File: src/hw/rtl/psu_pkg.sv
// ----------------------------------------------------------------------------
// psu_pkg: shared types, constants and microcode for the prime sum block
// Holds the control word format, the condition codes, the step numbers
// and the read-only program that the sequencer steps through.
// ----------------------------------------------------------------------------
package psu_pkg;

  localparam int LIMIT_BITS_DEF = 12;
  localparam int SUM_W          = 32;
  localparam int CAND_FIRST     = 2;
  localparam int DIV_FIRST      = 3;
  localparam int DIV_STRIDE     = 2;

  localparam int STEP_W = 4;
  typedef logic [STEP_W-1:0] step_t;

  // Step numbers of the program
  localparam step_t S_IDLE = 4'd0;
  localparam step_t S_CHK  = 4'd1;
  localparam step_t S_TWO  = 4'd2;
  localparam step_t S_EVEN = 4'd3;
  localparam step_t S_LOOP = 4'd4;
  localparam step_t S_DIV  = 4'd5;
  localparam step_t S_WAIT = 4'd6;
  localparam step_t S_TEST = 4'd7;
  localparam step_t S_BACK = 4'd8;
  localparam step_t S_ADD  = 4'd9;
  localparam step_t S_NEXT = 4'd10;
  localparam step_t S_DONE = 4'd11;

  // Jump conditions: jump to target when true, else fall through
  typedef enum logic [3:0] {
    C_NEVER,
    C_ALWAYS,
    C_NOT_START,
    C_CAND_GT_N,
    C_CAND_TWO,
    C_CAND_EVEN,
    C_DIV_END,
    C_REM_BUSY,
    C_REM_ZERO
  } cond_t;

  // Datapath actions of one step
  typedef struct packed {
    logic load;
    logic div_init;
    logic rem_start;
    logic div_inc;
    logic acc_add;
    logic cand_inc;
    logic finish;
  } act_t;

  typedef struct packed {
    cond_t cond;
    step_t target;
    act_t  act;
  } uword_t;

  // Status from the datapath to the sequencer
  typedef struct packed {
    logic start;
    logic cand_gt_n;
    logic cand_two;
    logic cand_even;
    logic div_end;
    logic rem_busy;
    logic rem_zero;
  } flags_t;

  function automatic uword_t ucode(input step_t s);
    uword_t w;
    w = '0;
    w.cond   = C_NEVER;
    w.target = S_IDLE;
    case (s)
      S_IDLE: begin
        w.cond = C_NOT_START; w.target = S_IDLE; w.act.load = 1'b1;
      end
      S_CHK: begin
        w.cond = C_CAND_GT_N; w.target = S_DONE;
      end
      S_TWO: begin
        w.cond = C_CAND_TWO; w.target = S_ADD;
      end
      S_EVEN: begin
        w.cond = C_CAND_EVEN; w.target = S_NEXT; w.act.div_init = 1'b1;
      end
      S_LOOP: begin
        w.cond = C_DIV_END; w.target = S_ADD;
      end
      S_DIV: begin
        w.cond = C_NEVER; w.target = S_IDLE; w.act.rem_start = 1'b1;
      end
      S_WAIT: begin
        w.cond = C_REM_BUSY; w.target = S_WAIT;
      end
      S_TEST: begin
        w.cond = C_REM_ZERO; w.target = S_NEXT;
      end
      S_BACK: begin
        w.cond = C_ALWAYS; w.target = S_LOOP; w.act.div_inc = 1'b1;
      end
      S_ADD: begin
        w.cond = C_NEVER; w.target = S_IDLE; w.act.acc_add = 1'b1;
      end
      S_NEXT: begin
        w.cond = C_ALWAYS; w.target = S_CHK; w.act.cand_inc = 1'b1;
      end
      S_DONE: begin
        w.cond = C_ALWAYS; w.target = S_IDLE; w.act.finish = 1'b1;
      end
      default: begin
        w.cond = C_ALWAYS; w.target = S_IDLE;
      end
    endcase
    return w;
  endfunction

endpackage

File: src/hw/rtl/psu_rem.sv
// ----------------------------------------------------------------------------
// psu_rem: iterative remainder unit
// Restoring division, one dividend bit per cycle; flags a zero remainder.
// ----------------------------------------------------------------------------
module psu_rem #(
  parameter int W = psu_pkg::LIMIT_BITS_DEF + 1
) (
  input  logic         clk,
  input  logic         rst,
  input  logic         start,
  input  logic [W-1:0] dividend,
  input  logic [W-1:0] divisor,
  output logic         busy,
  output logic         rem_zero
);

  localparam int CW = $clog2(W + 1);

  logic [CW-1:0] cnt;
  logic [W-1:0]  q;
  logic [W-1:0]  d;
  logic [W-1:0]  r;
  logic [W:0]    trial;
  logic          fits;

  assign trial = {r, q[W-1]};
  assign fits  = trial >= {1'b0, d};

  always_ff @(posedge clk) begin
    if (rst) begin
      cnt <= '0;
    end else if (start) begin
      cnt <= CW'(W);
      q   <= dividend;
      d   <= divisor;
      r   <= '0;
    end else if (cnt != '0) begin
      // shift in the next dividend bit, subtract where it fits
      cnt <= cnt - CW'(1);
      q   <= {q[W-2:0], 1'b0};
      r   <= fits ? W'(trial - {1'b0, d}) : W'(trial);
    end
  end

  assign busy     = cnt != '0;
  assign rem_zero = r == '0;

endmodule

File: src/hw/rtl/psu_seq.sv
// ----------------------------------------------------------------------------
// psu_seq: microcode sequencer
// Step counter over the program table with conditional jumps.
// ----------------------------------------------------------------------------
module psu_seq (
  input  logic             clk,
  input  logic             rst,
  input  psu_pkg::flags_t  flags,
  output psu_pkg::act_t    act,
  output logic             busy
);

  psu_pkg::step_t  step;
  psu_pkg::step_t  step_next;
  psu_pkg::uword_t word;
  logic            take;

  assign word = psu_pkg::ucode(step);
  assign act  = word.act;
  assign busy = step != psu_pkg::S_IDLE;

  always_comb begin
    case (word.cond)
      psu_pkg::C_NEVER:     take = 1'b0;
      psu_pkg::C_ALWAYS:    take = 1'b1;
      psu_pkg::C_NOT_START: take = !flags.start;
      psu_pkg::C_CAND_GT_N: take = flags.cand_gt_n;
      psu_pkg::C_CAND_TWO:  take = flags.cand_two;
      psu_pkg::C_CAND_EVEN: take = flags.cand_even;
      psu_pkg::C_DIV_END:   take = flags.div_end;
      psu_pkg::C_REM_BUSY:  take = flags.rem_busy;
      psu_pkg::C_REM_ZERO:  take = flags.rem_zero;
      default:              take = 1'b1;
    endcase
    step_next = take ? word.target : step + psu_pkg::step_t'(1);
  end

  always_ff @(posedge clk) begin
    if (rst) begin
      step <= psu_pkg::S_IDLE;
    end else begin
      step <= step_next;
    end
  end

endmodule

File: src/hw/rtl/prime_sum_up_to_limit.sv
// ----------------------------------------------------------------------------
// prime_sum_up_to_limit: sum of all primes up to an inclusive limit
// Timing: a limit below two finishes without trying any divisor; otherwise each
//   odd divisor tried runs through the bit-serial remainder unit, and each
//   candidate adds further sequencer steps.
// Throughput: one word at a time; busy stays high until the result strobe.
// Reset: synchronous, returns the sequencer to idle and clears the strobe.
// The receiver cannot stall: prime_sum is valid only while done is high.
// ----------------------------------------------------------------------------
// A microcoded sequencer steps through a short program held in the package.
// Each control word picks one jump condition and a set of datapath actions:
//   - load the limit, set the candidate to two and clear the sum
//   - reject candidates above the limit (finish), accept two at once,
//     reject other even candidates
//   - try odd divisors from three while the divisor is below candidate/2,
//     each through the iterative remainder unit; a zero remainder drops the
//     candidate, running out of divisors adds it to the sum
// The sum saturates at its all-ones value; with a limit of at most sixteen
// bits this never happens.
// ----------------------------------------------------------------------------
module prime_sum_up_to_limit #(
  parameter int LIMIT_BITS = psu_pkg::LIMIT_BITS_DEF
) (
  input  logic                       clk,
  input  logic                       rst,
  input  logic                       start,
  input  logic [LIMIT_BITS-1:0]      limit,
  output logic                       busy,
  output logic                       done,
  output logic [psu_pkg::SUM_W-1:0]  prime_sum
);

  // candidate runs up to limit+1, so give it one bit more
  localparam int W = LIMIT_BITS + 1;

  psu_pkg::flags_t flags;
  psu_pkg::act_t   act;

  logic [LIMIT_BITS-1:0]     n;
  logic [W-1:0]              cand;
  logic [W-1:0]              div;
  logic [psu_pkg::SUM_W-1:0] acc;
  logic [psu_pkg::SUM_W:0]   sum_wide;
  logic                      rem_busy;
  logic                      rem_zero;
  logic                      accept;

  assign accept = start && !busy;

  // Status for the jump conditions
  assign flags.start     = start;
  assign flags.cand_gt_n = cand > {1'b0, n};
  assign flags.cand_two  = cand == W'(psu_pkg::CAND_FIRST);
  assign flags.cand_even = !cand[0];
  assign flags.div_end   = div >= (cand >> 1);
  assign flags.rem_busy  = rem_busy;
  assign flags.rem_zero  = rem_zero;

  psu_seq u_seq (
    .clk   (clk),
    .rst   (rst),
    .flags (flags),
    .act   (act),
    .busy  (busy)
  );

  psu_rem #(
    .W (W)
  ) u_rem (
    .clk      (clk),
    .rst      (rst),
    .start    (act.rem_start),
    .dividend (cand),
    .divisor  (div),
    .busy     (rem_busy),
    .rem_zero (rem_zero)
  );

  assign sum_wide = {1'b0, acc} + (psu_pkg::SUM_W + 1)'(cand);

  // Datapath registers
  always_ff @(posedge clk) begin
    if (act.load && start) begin
      n    <= limit;
      cand <= W'(psu_pkg::CAND_FIRST);
      acc  <= '0;
    end else begin
      if (act.cand_inc) begin
        cand <= cand + W'(1);
      end
      if (act.acc_add) begin
        // hold at all ones on overflow
        acc <= sum_wide[psu_pkg::SUM_W] ? '1 : sum_wide[psu_pkg::SUM_W-1:0];
      end
    end
    if (act.div_init) begin
      div <= W'(psu_pkg::DIV_FIRST);
    end else if (act.div_inc) begin
      div <= div + W'(psu_pkg::DIV_STRIDE);
    end
  end

  // Result word and its one-cycle strobe
  always_ff @(posedge clk) begin
    if (rst) begin
      done <= 1'b0;
    end else begin
      done <= act.finish;
    end
    if (act.finish) begin
      prime_sum <= acc;
    end
  end

  // --------------------------------------------------------------------------
  // Assertions
  // --------------------------------------------------------------------------
  a_accept_busy: assert property (@(posedge clk) disable iff (rst)
    accept |=> busy)
    else $error("accepted word did not start the sequence");

  a_done_idle: assert property (@(posedge clk) disable iff (rst)
    done |-> !busy && $past(busy))
    else $error("result strobe outside the end of a sequence");

  a_sum_grows: assert property (@(posedge clk) disable iff (rst)
    busy && $past(busy) |-> acc >= $past(acc))
    else $error("running sum fell while working");

  a_rem_idle: assert property (@(posedge clk) disable iff (rst)
    !busy |-> !rem_busy)
    else $error("remainder unit still running while idle");

endmodule

File: config.mk
export PLATFORM = sky130hd
export DESIGN_NAME = prime_sum_up_to_limit
export DESIGN_NICKNAME = d
export VERILOG_FILES = /design/src/hw/rtl/psu_pkg.sv /design/src/hw/rtl/psu_rem.sv /design/src/hw/rtl/psu_seq.sv /design/src/hw/rtl/prime_sum_up_to_limit.sv
export SDC_FILE = /design/constraint.sdc
export NUM_CORES = 1
export LEC_CHECK = 0
export ABC_CLOCK_PERIOD_IN_PS = 4000
export BUFFER_PORTS_ARGS = -buffer_cell sky130_fd_sc_hd__buf_2
export CORE_AREA = 2 2 124 126
export DETAILED_ROUTE_END_ITERATION = 16
export DIE_AREA = 0 0 126 128
export PLACE_DENSITY_LB_ADDON = 0.1
export SETUP_SLACK_MARGIN = 0.1
export SLEW_MARGIN = 15
export SYNTH_ARGS = -nofsm -noshare
export SYNTH_HDL_FRONTEND = slang
export SYNTH_SLANG_ARGS = --single-unit
File: constraint.sdc
create_clock -name clk -period 4 [get_ports clk]
set_clock_uncertainty 0.15 [all_clocks]
set_input_delay 0.4 -clock clk [delete_from_list [all_inputs] [get_ports clk]]
set_output_delay 0.4 -clock clk [all_outputs]
set_load 0.01 [all_outputs]
Yosys cells after proc, flatten, opt, wreduce, memory -nomap -nowiden. Index checks and enable logic that the tools add are counted.

Register bits: 150. Input port bits: 15. Output and inout port bits: 34. Word-level logic and storage cells: 71.

Eq/ne operators: 19. Reduce and logical (&&, ||, !) cells: 13. Muxes and demuxes: 17. Bitwise operators: 1. Magnitude comparators: 3. Add/subtract/negate cells: 6.

Operators with widths (count): 8-bit one-hot mux with 10 select lines (1); 13-bit 2-to-1 mux (4); 32-bit by 13-bit adder with 33-bit output (1); 4-bit by 3-bit equality test with 1-bit output, second input constant (8); 32-bit 2-to-1 mux (1); 4-bit equality test, second input constant (5); 4-bit by 2-bit equality test with 1-bit output, second input constant (4); 14-bit by 13-bit greater-or-equal comparator with 1-bit output (1); 13-bit by 1-bit adder with 13-bit output, second input constant (1); 13-bit by 2-bit adder with 13-bit output, second input constant (1); 13-bit by 2-bit equality test with 1-bit output, second input constant (1); 13-bit by 12-bit greater-or-equal comparator with 1-bit output (1); 13-bit by 12-bit greater-than comparator with 1-bit output (1); 13-bit zero test (1); 13-bit subtractor (1); 4-bit 2-to-1 mux (3); 4-bit zero test (2); 1-bit one-hot mux with 8 select lines (1); 4-bit nonzero test (2); 1-bit 2-to-1 mux (7); 4-bit by 1-bit adder with 4-bit output, second input constant (1); 4-bit by 1-bit equality test with 1-bit output, second input constant (1); 2-bit AND reduction (2); 2-bit OR reduction (2); 5 further kinds (6).

Logic depth before layout (Yosys ltp). Gate-level depths: netlist (run 1).

Depth in word-level cells: 6. Depth in mapped cells: 11. Depth with buffers taken out: 10.

Modules after synthesis. A second synthesis (run 1) with hierarchy kept.

Cell total of the unflattened synthesis: 797. Area total of the unflattened synthesis: 8266.7 µm².

By module, submodules not included: prime_sum_up_to_limit (cells each 477, instances 1, seq. area each 2482.4 µm², area each 5014.8 µm²); psu_rem (cells each 242, instances 1, seq. area each 1251.2 µm², area each 2650.0 µm²); psu_seq (cells each 78, instances 1, seq. area each 80.1 µm², area each 601.8 µm²).

Least setup slack after synthesis (run 1). Ideal clock, no wire load.

Kind: reg2reg. Start: reg u_seq.step[0]. End: reg u_rem.q[0] (enable). Period minus slack after synthesis: 2884 ps. Data required time: 3432 ps. Path buffers: 2. Stages on the path, launching flop included: 6. Library setup time: 418 ps. Setup slack: 1116 ps. Arrival: 2316 ps. Path through: dfxtp_1 > ha_1 > buf_2 > nand2_1 > clkbuf_1 > a21oi_1.

Cells in the longest elaborated chain, start to end: 4.

Ends and longest elaborated chain: from (decl) (line psu_seq.sv:13) `psu_pkg::step_t step;`; from (signal assigned) (line psu_seq.sv:40) `step <= psu_pkg::S_IDLE;`; from (signal assigned) (line psu_seq.sv:42) `step <= step_next;`; 4-bit by 3-bit equality test with 1-bit output (line psu_pkg.sv:77) `case (s)`; 1-bit 2-to-1 mux (line psu_pkg.sv:77); 2-bit nonzero test (no source line); 2-bit AND reduction (no source line); to (signal assigned) (line psu_rem.sv:34) `q <= dividend;`; to (signal assigned) (line psu_rem.sv:40) `q <= {q[W-2:0], 1'b0};`; to (decl) (line psu_rem.sv:20) `logic [W-1:0] q;`.

Every way passes these cells. A chain may end at the register's enable or synchronous reset.

Worst setup path in the final report (run 1).
Start: reg u_rem.r[0]. End: reg u_rem.r[8], data pin.

Cells in the longest elaborated chain, start to end: 3. Elaborated cells on any way between the ends: 4. Classes of those cells: add/sub (1); order compare (1); mux (2).

Ends and longest elaborated chain: from (decl) (line psu_rem.sv:22) `logic [W-1:0] r;`; from (signal assigned) (line psu_rem.sv:41) `r <= fits ? W'(trial - {1'b0, d}) : W'(trial);`; 13-bit subtractor / 14-bit by 13-bit greater-or-equal comparator with 1-bit output (equally long branches) (line psu_rem.sv:41, psu_rem.sv:27); 13-bit 2-to-1 mux (*) (line psu_rem.sv:41); 13-bit 2-to-1 mux (*) (line psu_rem.sv:37) `end else if (cnt != '0) begin`.

Mark *: on every way between the ends. The rest lies on a longest branch, timed or not. The select of a mux whose other input is x is not followed.

==> results of run 1 <==
report_power, final:
| group | internal, W | total [W] | leakage (nW) | switching [W] |
|---|---|---|---|---|
| Clock | 0.000919 | 0.00152 | 0.281 | 0.000606 |
| Sequential | 0.00197 | 0.00220 | 1.29 | 0.000233 |
| Combinational | 0.000783 | 0.00189 | 2.04 | 0.00110 |
| Total | 0.00367 | 0.00561 | 3.61 | 0.00194 |
flip-flops by register name (all words and copies together), names as in the netlist:
name	count
n	12
done	1
u_rem.d	12
u_rem.r	13
u_rem.q	13
prime_sum	32
acc	32
cand	13
u_seq.step	4
u_rem.cnt	4
div	12
metal layers:
metal | up-vias | routed length [um] | share of wire [%]
met4 | 0 | 450 | 2.6
met2 | 130 | 8232 | 48
li1 | 3048 | - | -
met5 | - | 0 | 0
met1 | 2897 | 7962 | 46
met3 | 31 | 682 | 3.9
per-stage QoR:
stage / instance area (um^2) / total power [W] / utilization [%] / worst slack, ps
2_1_floorplan: 7946 / 0.003644 / - / 1116
3_3_place_gp: 8352 / 0.003998 / 56.19 / 961.6
3_5_place_dp: 8352 / 0.004090 / 56.19 / 844.6
4_1_cts: 9037 / 0.005628 / 60.80 / 841.7
5_1_grt: 9037 / 0.005979 / 60.80 / 630.8
6_report: 9037 / 0.005614 / 60.80 / 825.6
how the worst max path moves through the flow:
stage / slack [ps] / startpoint / endpoint
final: 830 / u_rem.r[0] / u_rem.r[8]
after global routing: 630 / u_seq.step[1] / acc[31]
after CTS: 840 / u_rem.r[0] / u_rem.r[11]
after detailed placement: 840 / u_rem.r[0] / u_rem.r[11]
after global placement: 960 / u_rem.r[0] / u_rem.r[11]
after floorplan: 1120 / u_seq.step[0] / u_rem.q[0]
cell type report:
class	count	area share, %
multi-input combinational	574	42.34
sequential	148	41.87
clock buffer	24	5.441
timing repair buffer	67	4.569
tap	188	2.603
inverter	57	2.367
clock inverter	8	0.8168
logic make-up (layout without fill, tap and decap cells):
logic type	count (synthesis)	in the layout	share of synthesized area [%]
AO/OA/AOI/OAI	182	182	14.74
XOR/XNOR	41	41	4.519
adder cells (fa/ha/maj)	59	59	9.479
buffers and inverters	85	156	4.283
flip-flops	148	148	47.61
multiplexers	17	17	2.141
AND/OR/NAND/NOR	275	275	17.23
worst max-delay path, delay by kind of cell (launching register included):
kind,cells,cell delay [ps]
AO/OA/AOI/OAI,5,1230
adder cells (fa/ha/maj),1,490
multiplexers,1,200
AND/OR/NAND/NOR,1,60
buffers and inverters,1,280
flip-flops,1,460
synth_stat cells (18+ instances only):
cell type	n
a21oi_1	57
clkbuf_1	18
dfxtp_1	66
edfxtp_1	82
ha_1	57
inv_1	57
nand2_1	63
nand3_1	28
nor2_1	71
nor3_1	25
o21ai_0	46
xnor2_1	23
xor2_1	18
==> metrics.yaml, run 1 <==
min_from: "rst"
power.density_nw_per_um2: 621.2
final_common_cell: "edfxtp_1"
cts_max_path_buffers: 2
antenna_left: 0
drv_cap: 0
irDropWorstVdd_mv: 0.4305
core_area_um2: 14860
syn_area_um2: 7946
whs_endpoint: "done"
reg2regPathDepth: 9
synthFlopType: "edfxtp_1"
holdWs_ps: 163.8
grt_use_met2_pct: 36.31
synth.top_cell.area_share_pct: 30.99
cts_made_buffers: 17
regArea_um2: 3784
ctsHoldBuffers: 12
grt_util_met1_pct: 28.46
track_usage_pct: 22.21
crit_path_max_fanout: 9
grt_pass1_vias: 5905
num_vias: 6106
grt_pass1_wl_mm: 28.56
ys_seq_area_share_pct: 47.61
r2r_start: "u_rem.r[0]"
fin_crit_sh_pct: 79.36
wirelength_mm: 17.33
slew_viol_final: 0
rows: 45
r2r_end: "u_rem.r[8]"
syn-num-nets: 881
crit_path_top_delay_cell: "o41ai_4"
gp_congestion: 0.8710
fmax_mhz: 315.0
post_cts_resized: 0
start_util_pct: 53.46
grt_max_degree: 41
dieArea_um2: 16130
stdcell_count: 1066
pin_count: 49
die_y_um: 128
synth_edf_count: 82
avgSynthCellArea_um2: 9.847
finalSetupViolations: 0
status: "complete, no violations"
antenna_cells: 0
io_buffer_count: 48
power.leakage_nw: 3.608
synth_top_area_cell: "edfxtp_1"
worst_pin_slew_ps: 914.4
clock_sinks: 148
clk_pin_slew_ps: 60
cts_setup_buffers: 0
slew_headroom_pct: 38.81
yosysUniqueCellTypes: 72
reg2reg_slack_ps: 830
drtIter0Drc: 445
antenna_found_initial: 0
hold_class: "in2reg"
fin_tns_setup_ps: 0
finalHoldViolCount: 0
clock_latency_ps: 430
drtPass1Iterations: 5
grtUsageMet3_pct: 5.467
place_inst: 1022
syn_inst: 807
worstSetupEndpointType: "register"
async_reset_ff_share_pct: 0
yosysWarnings: 0
crit_top_cell: "o21ai_1"
h-tree-depth: 4
required_ps: 4000
cts_tree: "done"
mostFrequentLayoutCells: "82 x edfxtp_1, 71 x nor2_1, 66 x dfxtp_1, 63 x nand2_1"
cp.arrival_ps: 3170
multi_input_area_um2: 3826
viasPerCell: 5.728
slowest_delay_ps: 550
synth.top_cells.by_area: "edfxtp_1 31%, dfxtp_1 17%, ha_1 9.0%"
worstPathCellList: "fa_1 -> a21oi_1 -> o21ai_1 -> a21oi_2 -> o21ai_1 -> o41ai_4 -> buf_4 -> mux2i_1 -> nor2_1"
fill_cells: 1288
whs_path_depth: 2
cts_root_buffer: "clkbuf_16"
critPathKind: "reg2reg"
rsz0062_at_grt: "false"
post_drt_wl_per_cell_um: 16.26
ys_ff_latch: 148
area_growth_pct: 13.73
die_w_um: 126
dp_hpwl_mm: 12.30
gr-total-overflow: 0
finalNetCount: 939
drive_gt1_share_pct: 11.73
drc: 0
grt.busiest_layer: "met2"
min_period_ps: 3174
crit_path_start_kind: "register"
Note: power is estimated with default switching activity, not from simulation.
==> run 2: changes to the inputs <==
--- a/config.mk
+++ b/config.mk
@@ -5,11 +5,12 @@
 export SDC_FILE = /design/constraint.sdc
 export NUM_CORES = 1
 export LEC_CHECK = 0
-export ABC_CLOCK_PERIOD_IN_PS = 4000
+export ABC_AREA = 1
+export ABC_CLOCK_PERIOD_IN_PS = 3160
 export BUFFER_PORTS_ARGS = -buffer_cell sky130_fd_sc_hd__buf_2
-export CORE_AREA = 2 2 124 126
+export CORE_AREA = 2 2 126 128
 export DETAILED_ROUTE_END_ITERATION = 16
-export DIE_AREA = 0 0 126 128
+export DIE_AREA = 0 0 128 130
 export PLACE_DENSITY_LB_ADDON = 0.1
 export SETUP_SLACK_MARGIN = 0.1
 export SLEW_MARGIN = 15
==> constraint.sdc (replaced) <==
create_clock -name clk -period 3.16 [get_ports clk]
set_clock_uncertainty 0.15 [all_clocks]
set_input_delay 0.316 -clock clk [delete_from_list [all_inputs] [get_ports clk]]
set_output_delay 0.316 -clock clk [all_outputs]
set_load 0.01 [all_outputs]
==> run 2 against run 1 <==
Effect of this change:
- sequential share of layout area decreased by 1.7 points
- clock-buffer cell count decreased by 5
- global-route usage increased by 1.3 points
- critical path type unchanged
==> metrics.yaml, run 2 <==
status: "complete, no violations"  # unchanged
reg2reg_slack_ps: 410  # was 830 ps
syn_inst: 992  # was 807
drtPass1Iterations: 5  # unchanged
cp_top_family: "simple AND/OR/NAND/NOR gates"  # was compound AO/OA/AOI/OAI gates
finalSetupViolations: 0  # unchanged
dp_hpwl_mm: 13.47  # was 12.30 mm
reg2regPathDepth: 13  # was 9
synth_edf_count: 82  # unchanged
cts_setup_buffers: 0  # unchanged
die_y_um: 130  # was 128 um
path_buf_inv: 2  # was 1
rows: 46  # was 45
critPathKind: "reg2reg"  # unchanged
syn-num-nets: 1066  # was 881
h-tree-depth: 4  # unchanged
fin_crit_sh_pct: 87.06  # was 79.36%
slew_headroom_pct: 35.74  # was 38.81%
area_growth_pct: 15.08  # was 13.73%
power.density_nw_per_um2: 811.8  # was 621.2 nW/um^2
drive_gt1_share_pct: 11.44  # was 11.73%
fmax_mhz: 363.5  # was 315.0 MHz
crit_top_cell: "nand2_1"  # was o21ai_1
viasPerCell: 5.277  # was 5.728
yosysWarnings: 0  # unchanged
rsz0062_at_grt: "false"  # unchanged
antenna_left: 0  # unchanged
crit_path_top_delay_cell: "dfxtp_1"  # was o41ai_4
async_reset_ff_share_pct: 0  # unchanged
power.leakage_nw: 4.219  # was 3.608 nW
die_w_um: 128  # was 126 um
final_common_cell: "nand2_1"  # was edfxtp_1
cp.arrival_ps: 2950  # was 3170 ps
core_area_um2: 15420  # was 14860 um^2
fin_tns_setup_ps: 0  # unchanged
worstPathCellList: "ha_1 -> inv_1 -> fa_1 -> nand3b_1 -> nand2_1 -> nand4_1 -> nand2_1 -> nand2_1 -> nand2_2 -> nand3_1 -> nand2_1 -> inv_1 -> a21oi_1"  # was fa_1 -> a21oi_1 -> o21ai_1 -> a21oi_2 -> o21ai_1 -> o41ai_4 -> buf_4 -> mux2i_1 -> nor2_1
ys_ff_latch: 148  # unchanged
synth.top_cell.area_share_pct: 30.04  # was 30.99%
cts_root_buffer: "clkbuf_16"  # unchanged
synth_top_area_cell: "edfxtp_1"  # unchanged
drc: 0  # unchanged
io_buffer_count: 48  # unchanged
cts_tree: "done"  # unchanged
syn_area_um2: 8198  # was 7946 um^2
place_inst: 1232  # was 1022
drtIter0Drc: 362  # was 445
cp.depth: 13  # was 9
finalHoldViolCount: 0  # unchanged
clk_pin_slew_ps: 60  # about the same
cts_made_buffers: 17  # unchanged
slew_viol_final: 0  # unchanged
hold_class: "in2reg"  # unchanged
clock_latency_ps: 430  # about the same
yosysMostFrequentCell: "nand2_1"  # was edfxtp_1
finalNetCount: 1145  # was 939
pin_count: 49  # unchanged
crit_path_start_kind: "register"  # unchanged
wirelength_mm: 18.45  # was 17.33 mm
cts_max_path_buffers: 2  # unchanged
largestRegisters: "acc x32, prime_sum x32"  # unchanged
start_util_pct: 53.15  # was 53.46%
worst_pin_slew_ps: 962.9  # was 914.4 ps
num_vias: 6734  # was 6106
required_ps: 3360  # was 4000 ps
grt_pass1_wl_mm: 30.76  # was 28.56 mm
post_drt_wl_per_cell_um: 14.46  # was 16.26 um
drv_cap: 0  # unchanged
irDropWorstVdd_mv: 0.4602  # was 0.4305 mV
gr-total-overflow: 0  # unchanged
stdcell_count: 1276  # was 1066
track_usage_pct: 23.51  # was 22.21%
antenna_cells: 0  # unchanged
gp_congestion: 0.8738  # was 0.8710
clock_sinks: 148  # unchanged
yosysUniqueCellTypes: 44  # was 72
synth.top_cells.by_area: "edfxtp_1 30%, dfxtp_1 16%, nand2_1 9.0%"  # was edfxtp_1 31%, dfxtp_1 17%, ha_1 9.0%
antenna_found_initial: 0  # unchanged
dieArea_um2: 16640  # was 16130 um^2
grt_pass1_vias: 6325  # was 5905
grt_max_degree: 34  # was 41
synthTopCellsByCount: "197 x nand2_1, 121 x inv_1, 118 x nor2_1, 82 x edfxtp_1, 71 x a21oi_1"  # was 82 x edfxtp_1, 71 x nor2_1, 66 x dfxtp_1, 63 x nand2_1
worstSetupEndpointType: "register"  # unchanged
min_period_ps: 2751  # was 3174 ps
avgSynthCellArea_um2: 8.264  # was 9.847 um^2
synthFlopType: "edfxtp_1"  # unchanged
whs_path_depth: 2  # unchanged
ys_seq_area_share_pct: 46.15  # was 47.61%
crit_path_max_fanout: 10  # was 9
slowest_delay_ps: 390  # was 550 ps
mostFrequentLayoutCells: "197 x nand2_1, 121 x inv_1, 117 x nor2_1, 82 x edfxtp_1, 70 x a21oi_1"  # was 82 x edfxtp_1, 71 x nor2_1, 66 x dfxtp_1, 63 x nand2_1
-- run 2: cell types whose count changed in the layout (fill, tap and decap cells not counted), sizes merged, moves of 10 or more --
cell | before | now
a21oi | 58 | 71
nand2 | 63 | 205
and3 | 13 | 1
mux2i | 17 | 0
nand2b | 10 | 0
inv | 59 | 128
a211oi | 13 | 0
nor2 | 73 | 124
nand3 | 29 | 69
o21ai | 50 | 75
-- run 2: worst register-to-register path: stages, from the launching register on --
cell and delay (ps):
dfxtp_1 390, ha_1 200, inv_1 60, fa_1 390
nand3b_1 170, nand2_1 130, nand4_1 90, nand2_1 140
nand2_1 80, nand2_2 170, nand3_1 90, nand2_1 210
inv_1 210, a21oi_1 180
-- run 2: layout make-up --
| type | instances | area, um^2 |
|---|---|---|
| tap | 192 | 240.2 |
| clock inverter | 13 | 130.1 |
| fill | 1391 | 5991 |
| inverter | 128 | 483.0 |
| multi-input combinational | 703 | 3884 |
| sequential | 148 | 3785 |
| clock buffer | 19 | 454.2 |
| timing repair buffer | 73 | 457.9 |
-- run 2: where the power goes --
| part | leakage, nW | switching (W) | total (W) | internal [W] |
|---|---|---|---|---|
| Combinational | 2.65 | 0.00176 | 0.00282 | 0.00106 |
| Sequential | 1.28 | 0.000287 | 0.00284 | 0.00255 |
| Clock | 0.288 | 0.000804 | 0.00201 | 0.00120 |
-- run 2: cells by family (layout without fill, tap and decap cells) --
family,count (synthesis),in the layout,share of synthesized area [%]
AOI/OAI and AO/OA,168,168,11.02
xor gates and xnor gates,29,29,3.098
adders and majority gates,59,59,9.188
buffers and inverters,141,233,6.548
DFF,148,148,46.15
and+or+nand+nor,447,447,23.99
-- run 2: per-stage QoR --
| stage | util [%] | power, W | instance area (um^2) | hold WS [ps] | worst slack (ps) |
|---|---|---|---|---|---|
| after floorplan | - | 0.004959 | 8198 | 235.1 | 202.9 |
| after global placement | 56.59 | 0.005633 | 8728 | 302.0 | 585.5 |
| after detailed placement | 56.59 | 0.005656 | 8728 | 296.6 | 433.2 |
| after CTS | 61.15 | 0.007695 | 9433 | 21.27 | 374.1 |
| after global routing | 61.16 | 0.008236 | 9434 | 36.25 | 112.4 |
| final | 61.16 | 0.007658 | 9434 | 19.89 | 409.0 |
-- run 2: final timing paths --
check / endpoint / start
worst max register to register: acc[5] / cand[0]
worst min-delay path: u_rem.cnt[0] / rst
worst min register to register: prime_sum[31] / acc[31]
worst max-delay path: acc[5] / cand[0]
-- run 2: what timing repair did --
action / 4_1_cts / 5_1_grt
resized for setup: 0 / 1
endpoints found under the setup margin: 0 / 3
hold buffers: 12 / 0
hold endpoints to repair: 12 / 0
-- run 2: per-layer routing --
metal,up-vias,GRT usage (%),part of all wire [%]
met2,157,38.72,47
met4,0,9.114,2.4
met5,-,0,0
met1,3053,30.56,46
met3,30,5.125,4.5
li1,3494,-,-
